<file path="src/hdl/som_pkg.sv">
// ----------------------------------------------------------------------------
// som_pkg
// Shared types, codes, widths and the neighborhood gain table of the
// self-organizing map block.
// ----------------------------------------------------------------------------
package som_pkg;

    localparam int MAX_NODES    = 64;
    localparam int MAX_ELEMENTS = 256;
    localparam int EXP_DEPTH    = 256;

    localparam int NODE_W   = 6;
    localparam int ELEM_W   = 8;
    localparam int VAL_W    = 16;
    localparam int EPOCH_W  = 16;
    localparam int DIST_W   = 40;
    localparam int LEAST_W  = 41;
    localparam int ADDR_W   = NODE_W + ELEM_W;
    localparam int GAIN_W   = 17;
    localparam int RATE_W   = 24;
    localparam int K_W      = 8;
    localparam int CFG_IDX_W  = 3;
    localparam int CFG_DATA_W = 16;

    localparam logic [6:0]  RST_WIDTH  = 7'd8;
    localparam logic [6:0]  RST_HEIGHT = 7'd8;
    localparam logic [8:0]  RST_LENGTH = 9'd256;
    localparam logic [7:0]  RST_ALPHA  = 8'd1;
    localparam logic [15:0] RST_BETA   = 16'd4;

    // exp(-1/16) in Q0.32
    localparam logic [63:0] EXP_STEP_Q32 = 64'd4034748382;

    typedef enum logic [1:0] {
        OP_WRITE = 2'd0,
        OP_READ  = 2'd1,
        OP_MATCH = 2'd2,
        OP_TRAIN = 2'd3
    } t_op;

    typedef enum logic [1:0] {
        KIND_READ  = 2'd0,
        KIND_MATCH = 2'd1,
        KIND_TRAIN = 2'd2
    } t_kind;

    typedef enum logic [2:0] {
        CFG_WIDTH  = 3'd0,
        CFG_HEIGHT = 3'd1,
        CFG_LENGTH = 3'd2,
        CFG_ALPHA  = 3'd3,
        CFG_BETA   = 3'd4
    } t_cfg_idx;

    typedef enum logic [2:0] {
        MUL_TT  = 3'd0,
        MUL_BB  = 3'd1,
        MUL_D2T = 3'd2,
        MUL_KB  = 3'd3,
        MUL_KB2 = 3'd4,
        MUL_RG  = 3'd5
    } t_mul_sel;

    typedef struct packed {
        logic     accept;
        logic     srch_start;
        logic     load_read;
        logic     load_match;
        logic     div_start;
        logic     node_first;
        logic     cap_tsq;
        logic     cap_bsq;
        logic     cap_d2;
        logic     cap_rhs;
        logic     k_step;
        logic     cap_g;
        logic     cap_cc;
        logic     upd_start;
        logic     node_next;
        t_mul_sel mul_sel;
    } t_cmd;

    typedef struct packed {
        t_op  op;
        logic in_last;
        logic out_free;
        logic done;
        logic div_busy;
        logic bit_last;
        logic last_node;
        logic is_train;
    } t_status;

    function automatic logic [EXP_DEPTH*GAIN_W-1:0] exp_table_build();
        logic [EXP_DEPTH*GAIN_W-1:0] tab;
        logic [63:0] acc;
        logic [63:0] ent;
        tab = '0;
        acc = 64'h1_0000_0000;
        for (int k = 0; k < EXP_DEPTH; k++) begin
            ent = (acc + 64'd32768) >> 16;
            tab[k*GAIN_W +: GAIN_W] = ent[GAIN_W-1:0];
            acc = (acc * EXP_STEP_Q32 + 64'h8000_0000) >> 32;
        end
        return tab;
    endfunction

    localparam logic [EXP_DEPTH*GAIN_W-1:0] EXP_TABLE = exp_table_build();

    function automatic logic [GAIN_W-1:0] exp_gain(input logic [K_W-1:0] k);
        return EXP_TABLE[k*GAIN_W +: GAIN_W];
    endfunction

endpackage

</file>
<file path="src/hdl/som_ctrl.sv">
// ----------------------------------------------------------------------------
// som_ctrl
// Sequencer: item dispatch, winner search, per-node neighborhood gain and
// weight update phases.
// ----------------------------------------------------------------------------
module som_ctrl (
    input  logic             i_clk,
    input  logic             i_rst_n,
    input  logic             i_valid,
    output logic             o_stall,
    input  som_pkg::t_status i_status,
    output som_pkg::t_cmd    o_cmd
);

    typedef enum logic [16:0] {
        S_IDLE   = 17'h00001,
        S_RDOUT  = 17'h00002,
        S_SEARCH = 17'h00004,
        S_MOUT   = 17'h00008,
        S_TSQ    = 17'h00010,
        S_BSQ    = 17'h00020,
        S_DIV    = 17'h00040,
        S_D2     = 17'h00080,
        S_RHS    = 17'h00100,
        S_CHK    = 17'h00200,
        S_KB     = 17'h00400,
        S_KB2    = 17'h00800,
        S_KCMP   = 17'h01000,
        S_GAIN   = 17'h02000,
        S_CC     = 17'h04000,
        S_CCAP   = 17'h08000,
        S_UPD    = 17'h10000
    } t_state;

    t_state r_state;
    t_state n_state;

    assign o_stall = (r_state != S_IDLE);

    always_comb begin
        n_state       = r_state;
        o_cmd         = '0;
        o_cmd.mul_sel = som_pkg::MUL_TT;
        case (r_state)
            S_IDLE: begin
                if (i_valid) begin
                    o_cmd.accept = 1'b1;
                    if (i_status.op == som_pkg::OP_READ) begin
                        n_state = S_RDOUT;
                    end else if ((i_status.op == som_pkg::OP_MATCH ||
                                  i_status.op == som_pkg::OP_TRAIN) && i_status.in_last) begin
                        o_cmd.srch_start = 1'b1;
                        n_state          = S_SEARCH;
                    end
                end
            end
            S_RDOUT: begin
                if (i_status.out_free) begin
                    o_cmd.load_read = 1'b1;
                    n_state         = S_IDLE;
                end
            end
            S_SEARCH: begin
                if (i_status.done) n_state = S_MOUT;
            end
            S_MOUT: begin
                if (i_status.out_free) begin
                    o_cmd.load_match = 1'b1;
                    n_state          = i_status.is_train ? S_TSQ : S_IDLE;
                end
            end
            S_TSQ: begin
                o_cmd.mul_sel    = som_pkg::MUL_TT;
                o_cmd.div_start  = 1'b1;
                o_cmd.node_first = 1'b1;
                n_state          = S_BSQ;
            end
            S_BSQ: begin
                o_cmd.mul_sel = som_pkg::MUL_BB;
                o_cmd.cap_tsq = 1'b1;
                n_state       = S_DIV;
            end
            S_DIV: begin
                // hold the beta product in the multiplier register while dividing
                o_cmd.mul_sel = som_pkg::MUL_BB;
                o_cmd.cap_bsq = 1'b1;
                if (!i_status.div_busy) n_state = S_D2;
            end
            S_D2: begin
                o_cmd.cap_d2 = 1'b1;
                n_state      = S_RHS;
            end
            S_RHS: begin
                o_cmd.mul_sel = som_pkg::MUL_D2T;
                n_state       = S_CHK;
            end
            S_CHK: begin
                o_cmd.cap_rhs = 1'b1;
                n_state       = S_KB;
            end
            S_KB: begin
                o_cmd.mul_sel = som_pkg::MUL_KB;
                n_state       = S_KB2;
            end
            S_KB2: begin
                o_cmd.mul_sel = som_pkg::MUL_KB2;
                n_state       = S_KCMP;
            end
            S_KCMP: begin
                o_cmd.k_step = 1'b1;
                n_state      = i_status.bit_last ? S_GAIN : S_KB;
            end
            S_GAIN: begin
                o_cmd.cap_g = 1'b1;
                n_state     = S_CC;
            end
            S_CC: begin
                o_cmd.mul_sel = som_pkg::MUL_RG;
                n_state       = S_CCAP;
            end
            S_CCAP: begin
                o_cmd.cap_cc    = 1'b1;
                o_cmd.upd_start = 1'b1;
                n_state         = S_UPD;
            end
            S_UPD: begin
                if (i_status.done) begin
                    if (i_status.last_node) begin
                        n_state = S_IDLE;
                    end else begin
                        o_cmd.node_next = 1'b1;
                        n_state         = S_D2;
                    end
                end
            end
            default: n_state = S_IDLE;
        endcase
    end

    always_ff @(posedge i_clk) begin
        if (!i_rst_n) begin
            r_state <= S_IDLE;
        end else begin
            r_state <= n_state;
        end
    end

endmodule

</file>
<file path="config.mk">
export PLATFORM = sky130hd
export DESIGN_NAME = som_ctrl
export DESIGN_NICKNAME = d
export VERILOG_FILES = /design/src/hdl/som_pkg.sv /design/src/hdl/som_ctrl.sv
export SDC_FILE = /design/constraint.sdc
export NUM_CORES = 1
export LEC_CHECK = 0
export BUFFER_PORTS_ARGS = -buffer_cell sky130_fd_sc_hd__buf_2
export CORE_MARGIN = 3
export CORE_UTILIZATION = 50
export CTS_CLUSTER_SIZE = 28
export DETAILED_ROUTE_END_ITERATION = 16
export GPL_TIMING_DRIVEN = 0
export PLACE_DENSITY = 0.76
export SYNTH_ARGS = -nofsm -noshare
export SYNTH_HDL_FRONTEND = slang
export SYNTH_SLANG_ARGS = --single-unit
</file>
<file path="constraint.sdc">
create_clock -name i_clk -period 3.7 [get_ports i_clk]
set_input_delay 0.555 -clock i_clk [delete_from_list [all_inputs] [get_ports i_clk]]
set_output_delay 0.555 -clock i_clk [all_outputs]
set_load 0.02 [all_outputs]
</file>
-- Word level (Yosys, flattened, before mapping)
Index checks and enable logic that the tools add are counted.
- bits in registers: 17
- output and inout bits: 19
- logic and storage cells: 64
- equal/unequal tests: 28
- muxes and demuxes: 31
- reductions and logical operators: 4
- operators with widths (kind ; number):
    17-bit one-hot mux with 17 select lines ; 1
    17-bit two-way mux ; 8
    17-bit by 1-bit equality test with 1-bit output (second input constant) ; 1
    17-bit by 10-bit equality test with 1-bit output (second input constant) ; 1
    17-bit by 11-bit equality test with 1-bit output (second input constant) ; 1
    17-bit by 12-bit equality test with 1-bit output (second input constant) ; 1
    17-bit by 13-bit equality test with 1-bit output (second input constant) ; 1
    17-bit by 14-bit equality test with 1-bit output (second input constant) ; 1
    17-bit by 15-bit equality test with 1-bit output (second input constant) ; 1
    17-bit by 16-bit equality test with 1-bit output (second input constant) ; 1
    17-bit equality test (second input constant) ; 1
    17-bit by 2-bit equality test with 1-bit output (second input constant) ; 1
    17-bit by 3-bit equality test with 1-bit output (second input constant) ; 1
    17-bit by 4-bit equality test with 1-bit output (second input constant) ; 1
    17-bit by 5-bit equality test with 1-bit output (second input constant) ; 1
    17-bit by 6-bit equality test with 1-bit output (second input constant) ; 1
    17-bit by 7-bit equality test with 1-bit output (second input constant) ; 1
    17-bit by 8-bit equality test with 1-bit output (second input constant) ; 1
    17-bit by 9-bit equality test with 1-bit output (second input constant) ; 1
    17-bit by 1-bit != test with 1-bit output (second input constant) ; 1
    3-bit one-hot mux with 5 select lines ; 1
    1-bit two-way mux ; 14
    14-bit two-way mux ; 1
    2-bit != test (second input constant) ; 6
    other kinds (10) ; 14

-- Longest topological paths before layout
- depth after elaboration: 7
- depth in mapped cells: 8
- depth with buffers taken out: 6

-- Least setup slack after synthesis
No wires, ideal clock.
- kind: register -> output
- start point: register r_state[1]
- end point: output port o_cmd[13] (netlist bit)
- arrival: 2.342 ns
- slack: 0.803 ns
- stages on the path, launching flop included: 7
- cell sequence: dfxtp_1 buf_2 nor4_1 nand3_1 or4_1 nor3_1 buf_4
- RTL lines (what ; RTL line ; text):
    start, declared ; som_ctrl.sv:35 ; t_state r_state;
    start signal, assigned ; som_ctrl.sv:144 ; r_state <= n_state;
    end, declared ; som_ctrl.sv:12 ; output som_pkg::t_cmd o_cmd

==> out/qor_table.md <==
| Item | Reported |
|---|---|
| Count of synthesis-stage warnings from yosys | 0 |
| CP cell instances | buf_2 -> nor4_1 -> nand3_1 -> or4_1 -> nor3_1 -> buf_4 -> buf_2 |
| Endpoint arrival time on the critical path | 2.58 ns |
| Post-route DRC | 0 |
| Most frequent CP cell | buf_2 |
| Register clock-pin slew on the reported worst setup and hold paths | 0.11 ns |
| Met1 track demand over resource in global routing | 27.1% |
| Hold Fails Final Rpt | 0 |
| Drt via density | 5.87 |
| Net total in the final layout | 192 |
| Routed length per instance | 14.1 um |
| Worst hold slack after final layout | 0.453 ns |
| F_max | 319 MHz |
| Worst Max-Slew Pin Slew | 0.529 ns |
| CTS buffer count | 3 |
| Post-synthesis average cell area | 7.98 um^2 |
| Synthesized cell area | 1160 um^2 |
| Setup repair after global routing missed its margin | false |
| Critical Path End Type | primary output |
| DRT Pass-1 Iters | 4 |
| Period Utilization, post-route | 84.7% |
| Skew final | 0.0147 ns |
| Number of synthesized flops with an enable pin | 0 |
| Number of filler cells placed in the layout | 192 |
| Global-route wire length before repair | 4650 um |
| Core Region | 2080 um^2 |
| Routed Wire Length | 2900 um |
| Run status | finished, final reports clean |
| Share of post-route cells with drive strength above 1 | 27.9% |
| Syn_nets | 157 |
| Yosys reg bits | 17 |
| Via Count | 1209 |
| Number of slew-limit violations in the final report | 0 |
| Instance area at placement | 1340 um^2 |
| Buffers inserted during post-CTS setup optimization | 0 |
| Post-cts sizing count | 0 |
| Overall fraction of global-route tracks in use | 21.4% |
| Bufs and invs on worst path | 3 |
| Maximum vdd drop | 0.358 mV |
| Final std cells w/o fill | 206 |
| Crit start category | flip-flop |
| Final non-filler cell area | 1370 um^2 |
| Worst endpoint required time | 3.14 ns |
| Maximum net fanout on the critical path | 8 |
| Antenna diode count | 0 |
| Number of flip-flops under the largest register name | 17 |
| Count of maximum capacitance violations | 0 |
| Die ar. | 2930 um^2 |
| Starting density of the core | 55.6% |
| Register containing the most flip-flops in the final layout | r_state |
| Htree depth | 1 |
| Clock latency at the later pin of the worst-skew pair | 0.31 ns |
| Cell family with most CP delay | simple AND/OR/NAND/NOR gates |
| Die width | 54.1 um |
| Most congested layer reported by global routing | met2 |
| Flip-flop cell with the highest count after synthesis | dfxtp_1 |
| Largest registers ranked by flip-flop count | r_state: 17 flops |
| Total negative slack for setup checks | 0 ns |
| Slowest-stage cell, CP | or4_1 |
| Min-Delay Path Class | in -> reg |
| Routed Antenna Nets | 0 |
| Async set or reset register ratio after synthesis | 0% |
| Leakage dissipation | 0.665 nW |
| Root buffer cell | clkbuf_4 |
| Register area share after synthesis | 29.4% |
| Buffers added on ports | 30 |
| Number of global-route vias before repair | 1057 |
| Antenna violations before repair | 0 |
| Final global-route overflow total | 0 |
| CTS tree | yes |
| DP Wirelength | 2260 um |
| Largest net degree at the start of global routing | 11 |
| Cells after DPL | 202 |
| I/O pin total | 31 |
| Die H | 54.1 um |
| Worst path max stage delay | 0.53 ns |
| Deepest clock path buffer count | 2 |
| Power density cells | 335 nW/um^2 |
| Number of cells produced by synthesis | 145 |
| Type of the setup path with the least slack | reg -> out |
| Setup-failing EPs final | 0 |
| Number of sinks driven by the clock tree | 17 |
| Iteration-0 DRC Markers | 51 |
| Syn-to-layout area delta | 18.3% |
| Grt met3 use | 5.54% |
| Total of hold buffers inserted after clock tree synthesis | 0 |
| Number of distinct library cells after synthesis | 43 |
| Site Rows | 16 |
| Final Critical Period | 3.13 ns |
| Placer's final routability congestion estimate | 0.854 |
| Max_slew headroom | 64.2% |
| Fraction of met2 tracks used by global routing | 35.3% |
| Share of the core filled with cells | 65.7% |
[logic make-up (layout without fill, tap and decap cells)]
family                    after synthesis  count (layout)  synth area share, %
buffers and inverters                  17              51                 7.35
muxes                                   1               1                0.973
xor gates and xnor gates                4               4                 3.03
AOI/OAI and AO/OA                      18              18                 11.7
DFF                                    17              17                 29.4
and+or+nand+nor                        88              88                 47.6
[cell type report]
class / instances / area [um^2] / area share [%]
repair buffers: 30 / 150 / 11.0
plain buffers: 8 / 51.3 / 3.75
flip-flops and latches: 17 / 340 / 24.9
clock buffers: 3 / 22.5 / 1.65
inverters: 9 / 33.8 / 2.47
well taps: 27 / 33.8 / 2.47
multi-input cells: 111 / 732 / 53.5
clock inverters: 1 / 5.00 / 0.366
[metal layers]
metal / vias to the layer above / share of wire, %
met3: 6 / 7.5
met4: 0 / 1.7
li1: 605 / -
met2: 46 / 46
met1: 552 / 45
met5: - / 0
[worst paths after layout]
kind                               endpoint        from  depth (start not counted)  slack [ns]
worst max-delay path              o_cmd[13]  r_state[1]                          7        0.57
worst min-delay path             r_state[0]     i_rst_n                          2        0.45
worst max register to register  r_state[14]  r_state[1]                          8        1.25
worst min register to register   r_state[2]  r_state[2]                          2        0.59
[synth_stat cells, types with 3 or more instances]
| library cell | count | area (um^2) |
|---|---|---|
| nand2b_1 | 3 | 18.8 |
| or4_1 | 5 | 37.5 |
| and3_1 | 4 | 25.0 |
| nor3_1 | 10 | 50.1 |
| and2_1 | 4 | 25.0 |
| nor4_1 | 4 | 25.0 |
| a21oi_1 | 9 | 45.0 |
| nand4_1 | 6 | 37.5 |
| nor2_1 | 16 | 60.1 |
| dfxtp_1 | 17 | 340 |
| nand3_1 | 5 | 25.0 |
| inv_1 | 9 | 33.8 |
| nor2b_1 | 4 | 25.0 |
| nand2_1 | 8 | 30.0 |
| buf_4 | 3 | 22.5 |
[through the flow]
step	power, mW	setup WS (ns)
floorplan	0.320	0.803
global placement	0.354	0.943
detailed placement	0.357	0.944
CTS	0.460	0.593
global route	0.487	0.331
finish	0.459	0.568
[report_power, final]
group | switching, mW | internal [mW]
Sequential | 0.00288 | 0.188
Combinational | 0.0931 | 0.0716
Clock | 0.0631 | 0.0404
[cell usage in the layout, fill, tap and decap left out, types with 4 or more instances in the layout]
cell	n
nand4_1	6
buf_2	32
inv_1	9
and2_1	4
or4_1	5
a21oi_1	9
dfxtp_1	17
nor4_1	4
nand2_1	8
nor2b_1	4
nand3_1	5
nor3_1	10
nor2_1	16
and3_1	4
[worst reg2reg max path, stage by stage, from the launching register on]
cell	delay, ns
dfxtp_1	0.31
buf_2	0.16
or4_4	0.55
nor3_1	0.45
nand4_1	0.29
o221ai_4	0.21
or2_1	0.16
buf_4	0.15
nor3_1	0.05
Power figures use the tool's default switching activity.
